$ cat config.mk
export PLATFORM = sky130hd
export DESIGN_NAME = swp2p_ctrl
export DESIGN_NICKNAME = d
export VERILOG_FILES = /design/src/design/swp2p_pkg.sv /design/src/design/swp2p_ctrl.sv
export SDC_FILE = /design/constraint.sdc
export NUM_CORES = 1
export LEC_CHECK = 0
export ABC_CLOCK_PERIOD_IN_PS = 5750
export CORE_MARGIN = 2
export CORE_UTILIZATION = 30
export DETAILED_ROUTE_END_ITERATION = 12
export DONT_BUFFER_PORTS = 1
export GPL_TIMING_DRIVEN = 0
export HOLD_SLACK_MARGIN = 0.06
export SLEW_MARGIN = 20
export SYNTH_ARGS = -nofsm -noshare
export SYNTH_HDL_FRONTEND = slang
export SYNTH_SLANG_ARGS = --single-unit
$ cat constraint.sdc
create_clock -name clk -period 5.75 [get_ports clk]
set_input_delay 1.15 -clock clk [delete_from_list [all_inputs] [get_ports clk]]
set_output_delay 1.15 -clock clk [all_outputs]
set_load 0.02 [all_outputs]
$ cat src/design/swp2p_pkg.sv
package swp2p_pkg;

	localparam int HALF_WINDOW_BITS  = 9;
	localparam int HALF_WINDOW_RESET = 100;
	localparam int RING_DEPTH_DEF    = 1024;
	localparam int SAMPLE_BITS_DEF   = 16;

	// controller -> datapath
	typedef struct packed {
		logic accept;      // latch request sample, clear rescan flag
		logic back_fill;   // walk pointer <= fill count
		logic back_len_m1; // walk pointer <= window length - 1
		logic back_dec;    // walk pointer - 1
		logic rd_issue;    // read ring at walk pointer
		logic rd_drop;     // read belongs to the drop phase
		logic fill_trim;   // fill count <= window length - 1
		logic scan_init;   // rescan extremes <= reset values
		logic finish;      // store sample, merge it into extremes
		logic out_load;    // load result registers
	} dp_cmd_t;

	// datapath -> controller
	typedef struct packed {
		logic full;        // fill count >= window length
		logic back_at_len; // walk pointer on the last sample to drop
		logic back_is_one; // walk pointer on the newest stored sample
		logic len_m1_zero; // window of one sample
		logic need;        // a dropped sample was a kept extreme
	} dp_status_t;

endpackage

$ cat src/design/swp2p_ctrl.sv
module swp2p_ctrl
	import swp2p_pkg::*;
(
	input  logic       clk,
	input  logic       arst_n,
	input  logic       in_valid,
	output logic       in_ready,
	output logic       out_valid,
	input  logic       out_ready,
	input  dp_status_t status,
	output dp_cmd_t    cmd
);

	typedef enum logic [6:0] {
		ST_IDLE      = 7'b0000001,
		ST_DROP      = 7'b0000010,
		ST_DROP_WAIT = 7'b0000100,
		ST_SCAN      = 7'b0001000,
		ST_SCAN_WAIT = 7'b0010000,
		ST_FINISH    = 7'b0100000,
		ST_OUT       = 7'b1000000
	} state_t;

	state_t state_q, state_d;
	logic   out_valid_q;
	logic   load;

	assign in_ready  = state_q == ST_IDLE;
	assign out_valid = out_valid_q;
	assign load      = (state_q == ST_OUT) && (!out_valid_q || out_ready);

	always_comb begin
		state_d = state_q;
		cmd     = '0;
		unique case (state_q)
			ST_IDLE: begin
				if (in_valid) begin
					cmd.accept = 1'b1;
					if (status.full) begin
						cmd.back_fill = 1'b1;
						state_d       = ST_DROP;
					end else begin
						state_d = ST_FINISH;
					end
				end
			end
			ST_DROP: begin
				cmd.rd_issue = 1'b1;
				cmd.rd_drop  = 1'b1;
				if (status.back_at_len) begin
					state_d = ST_DROP_WAIT;
				end else begin
					cmd.back_dec = 1'b1;
				end
			end
			ST_DROP_WAIT: begin
				cmd.fill_trim = 1'b1;
				if (status.need) begin
					cmd.scan_init   = 1'b1;
					cmd.back_len_m1 = 1'b1;
					state_d = status.len_m1_zero ? ST_SCAN_WAIT : ST_SCAN;
				end else begin
					state_d = ST_FINISH;
				end
			end
			ST_SCAN: begin
				cmd.rd_issue = 1'b1;
				if (status.back_is_one) begin
					state_d = ST_SCAN_WAIT;
				end else begin
					cmd.back_dec = 1'b1;
				end
			end
			ST_SCAN_WAIT: begin
				state_d = ST_FINISH;
			end
			ST_FINISH: begin
				cmd.finish = 1'b1;
				state_d    = ST_OUT;
			end
			ST_OUT: begin
				if (load) begin
					cmd.out_load = 1'b1;
					state_d      = ST_IDLE;
				end
			end
			default: begin
				state_d = ST_IDLE;
			end
		endcase
	end

	always_ff @(posedge clk or negedge arst_n) begin
		if (!arst_n) begin
			state_q     <= ST_IDLE;
			out_valid_q <= 1'b0;
		end else begin
			state_q <= state_d;
			if (load) begin
				out_valid_q <= 1'b1;
			end else if (out_ready) begin
				out_valid_q <= 1'b0;
			end
		end
	end

endmodule

==> impl_metrics.py <==
metrics = {
    "run_status": {
        "outcome": "completed",
    },
    "setup_path": {
        "cp_max_fo": 7,
        "slowest_delay_ns": 0.60,
        "worstPathCellList": "or4_4 > or4_4 > nor2b_1 > buf_4",
        "critPathRequiredTime_ns": 4.60,
        "critPathKind": "register to output port",
        "endpoint_kind": "output port",
        "path_buf_inv": 1,
        "worstSetupStartpointType": "register",
        "cpMostUsedCell": "or4_4",
        "worstPathArrival_ns": 2.03,
        "crit_family": "simple AND/OR/NAND/NOR gates",
        "critPathSlowestCell": "or4_4",
    },
    "route": {
        "drc": 0,
        "vias_per_cell": 5.53,
        "first_pass_iters": 5,
        "ant_nets": 0,
        "vias": 536,
        "drt-initial-drc-count": 6,
        "routed_wl_um": 1380,
        "wl_per_cell_um": 14.2,
    },
    "yosys": {
        "ys_seq_area_frac": 0.316,
        "netlist_area_um2": 637,
        "ys_warn_count": 0,
        "yosysUniqueCellTypes": 41,
        "syn_nets": 75,
        "synthCells": 66,
        "syn_avg_cell_area_um2": 9.65,
        "ys_ff_latch": 8,
    },
    "cts": {
        "cts-root-buf": "clkbuf_4",
        "path_clk_slew_ns": 0.06,
        "cts_hold_buf": 0,
        "ctsHtreeMaxLevel": 1,
        "cts.repair.resized": 0,
        "postCtsSetupBuffers": 0,
        "cts_tree": "yes",
        "clk_path_buf_depth": 2,
        "clk_latency_ns": 0.27,
        "clkSinkCount": 8,
        "cts_buffers": 3,
    },
    "timing": {
        "worst_slew_pin_slew_ns": 0.631,
        "fin_tns_setup_ns": 0,
        "report.final.setup_viol": 0,
        "slew_headroom": 0.575,
        "fin_ws_ns": 2.57,
        "period_needed_ns": 3.18,
        "drv_slew": 0,
        "whs_ns": 0.570,
        "fmax_mhz": 314,
        "skew_ns": 0.0134,
        "rsz0062_at_grt": "false",
        "hold_violations": 0,
        "finalCritPeriodShare": 0.553,
    },
    "power_and_ir_drop": {
        "ir_drop_mv": 0.282,
        "powerDensity_mw_per_mm2": 525,
        "p_leak_uw": 0.000294,
    },
    "place": {
        "routabilityCongestion": 0.744,
        "dp_hpwl_um": 1110,
        "dpl_worst_slack_ns": 2.74,
        "port-buffer-count": 0,
        "placed_cells": 93,
    },
    "die": {
        "die_y_um": 50.1,
        "dieWidth_um": 50.1,
        "rows": 16,
        "initial_core_util": 0.321,
        "core_mm2": 0.00198,
        "die_area_mm2": 0.00251,
        "io_pins": 21,
    },
    "cells_and_area": {
        "final_layout_size_suffix_gt1_frac": 0.271,
        "final_common_cell": "dfrtp_1",
        "area_growth_pct": 9.43,
        "fillers": 216,
        "final_cell_mix": "7 x dfrtp_1, 6 x nor2_1, 4 x nor3_1",
        "antenna_cells": 0,
        "final_nets": 80,
        "fin_cells": 97,
    },
    "run": {
        "cap_violations": 0,
    },
    "global_routing": {
        "grt.overflow.total": 0,
        "grt_pass1_vias": 526,
        "antenna_found_initial": 0,
        "grt_max_degree": 9,
        "grt_usage": 0.128,
        "grt_pass1_wl_um": 2370,
    },
    "min_path": {
        "hp-class": "primary input to asynchronous set/reset pin",
    },
}
layer usage:
layer	global-route usage	vias to the layer above	wire length [um]
met2	0.204	17	660
met3	0.0303	5	77
met5	0	-	0
met1	0.147	255	594
li1	-	259	-
met4	0.0972	0	47
power breakdown:
group / internal, uW / switching, uW
Sequential: 74.1 / 20.8
Clock: 26.6 / 20.8
Combinational: 83.3 / 140
Total: 184 / 182
worst register-to-register path, stage by stage (launching register included):
cell	delay (ns)
dfrtp_1	0.44
or4_4	0.60
nor2_4	0.14
nand3b_1	0.16
clkinv_2	0.15
a211oi_2	0.08
a2111oi_4	0.21
kinds of logic after synthesis:
group           Yosys count  share of synthesized area
simple gates             36                      0.365
compound gates           13                      0.210
flops                     8                      0.316
buf+inv                   7                     0.0786
xor+xnor                  1                     0.0138
mux                       1                     0.0157
cell type report:
type                            instances  area [um^2]  area share
Buffer                                  4         37.5      0.0539
Clock buffer                            4         26.3      0.0377
Inverter                                3         12.5      0.0180
Multi-Input combinational cell         51          385       0.553
Sequential cell                         8          201       0.289
Tap cell                               27         33.8      0.0485
synthesized netlist by cell type (all sizes together):
library cell | number | area share
nor2 | 7 | 0.053
dfrtp | 7 | 0.28
nand3b | 1 | 0.012
nor4 | 1 | 0.0098
a2111oi | 1 | 0.043
o21a | 1 | 0.012
and4b | 1 | 0.018
mux2i | 1 | 0.016
a221oi | 1 | 0.014
or4bb | 1 | 0.018
nand2 | 3 | 0.018
o2bb2ai | 1 | 0.014
or3b | 1 | 0.014
clkinv | 1 | 0.0079
a31oi | 1 | 0.0098
dfstp | 1 | 0.041
and3 | 2 | 0.020
and2 | 1 | 0.0098
nor4b | 1 | 0.014
nor3b | 1 | 0.012
or3 | 1 | 0.0098
or4 | 2 | 0.035
or2b | 1 | 0.012
nand2b | 2 | 0.020
inv | 2 | 0.012
buf | 4 | 0.059
nor2b | 3 | 0.029
a221o | 2 | 0.033
nand3 | 2 | 0.016
a211oi | 2 | 0.031
a2bb2oi | 1 | 0.014
xor2 | 1 | 0.014
a22o | 1 | 0.014
nor3 | 5 | 0.047
o21bai | 1 | 0.018
o21ai | 1 | 0.0079
stage by stage:
stage | power, uW | utilization | area, um^2
2_1_floorplan | 284 | - | 637
3_3_place_gp | 317 | 0.338 | 671
3_5_place_dp | 320 | 0.338 | 671
4_1_cts | 367 | 0.352 | 697
5_1_grt | 395 | 0.352 | 697
6_report | 366 | 0.352 | 697
flip-flops by register name (all words and copies together) (netlist names):
signal	count
state_q	7
out_valid	1
final timing paths:
check	startpoint	endpoint	slack (ns)	cells after the start
setup / recovery	state_q[3]	cmd[0]	2.57	4
hold / removal	arst_n	state_q[2]	0.57	0
setup reg to reg	state_q[3]	state_q[4]	3.87	6
hold reg to reg	state_q[6]	state_q[1]	0.59	1
max in group asynchronous	arst_n	state_q[0]	4.99	0
min in group clk	state_q[6]	state_q[1]	0.59	1
Note: power is estimated with default switching activity, not from simulation.
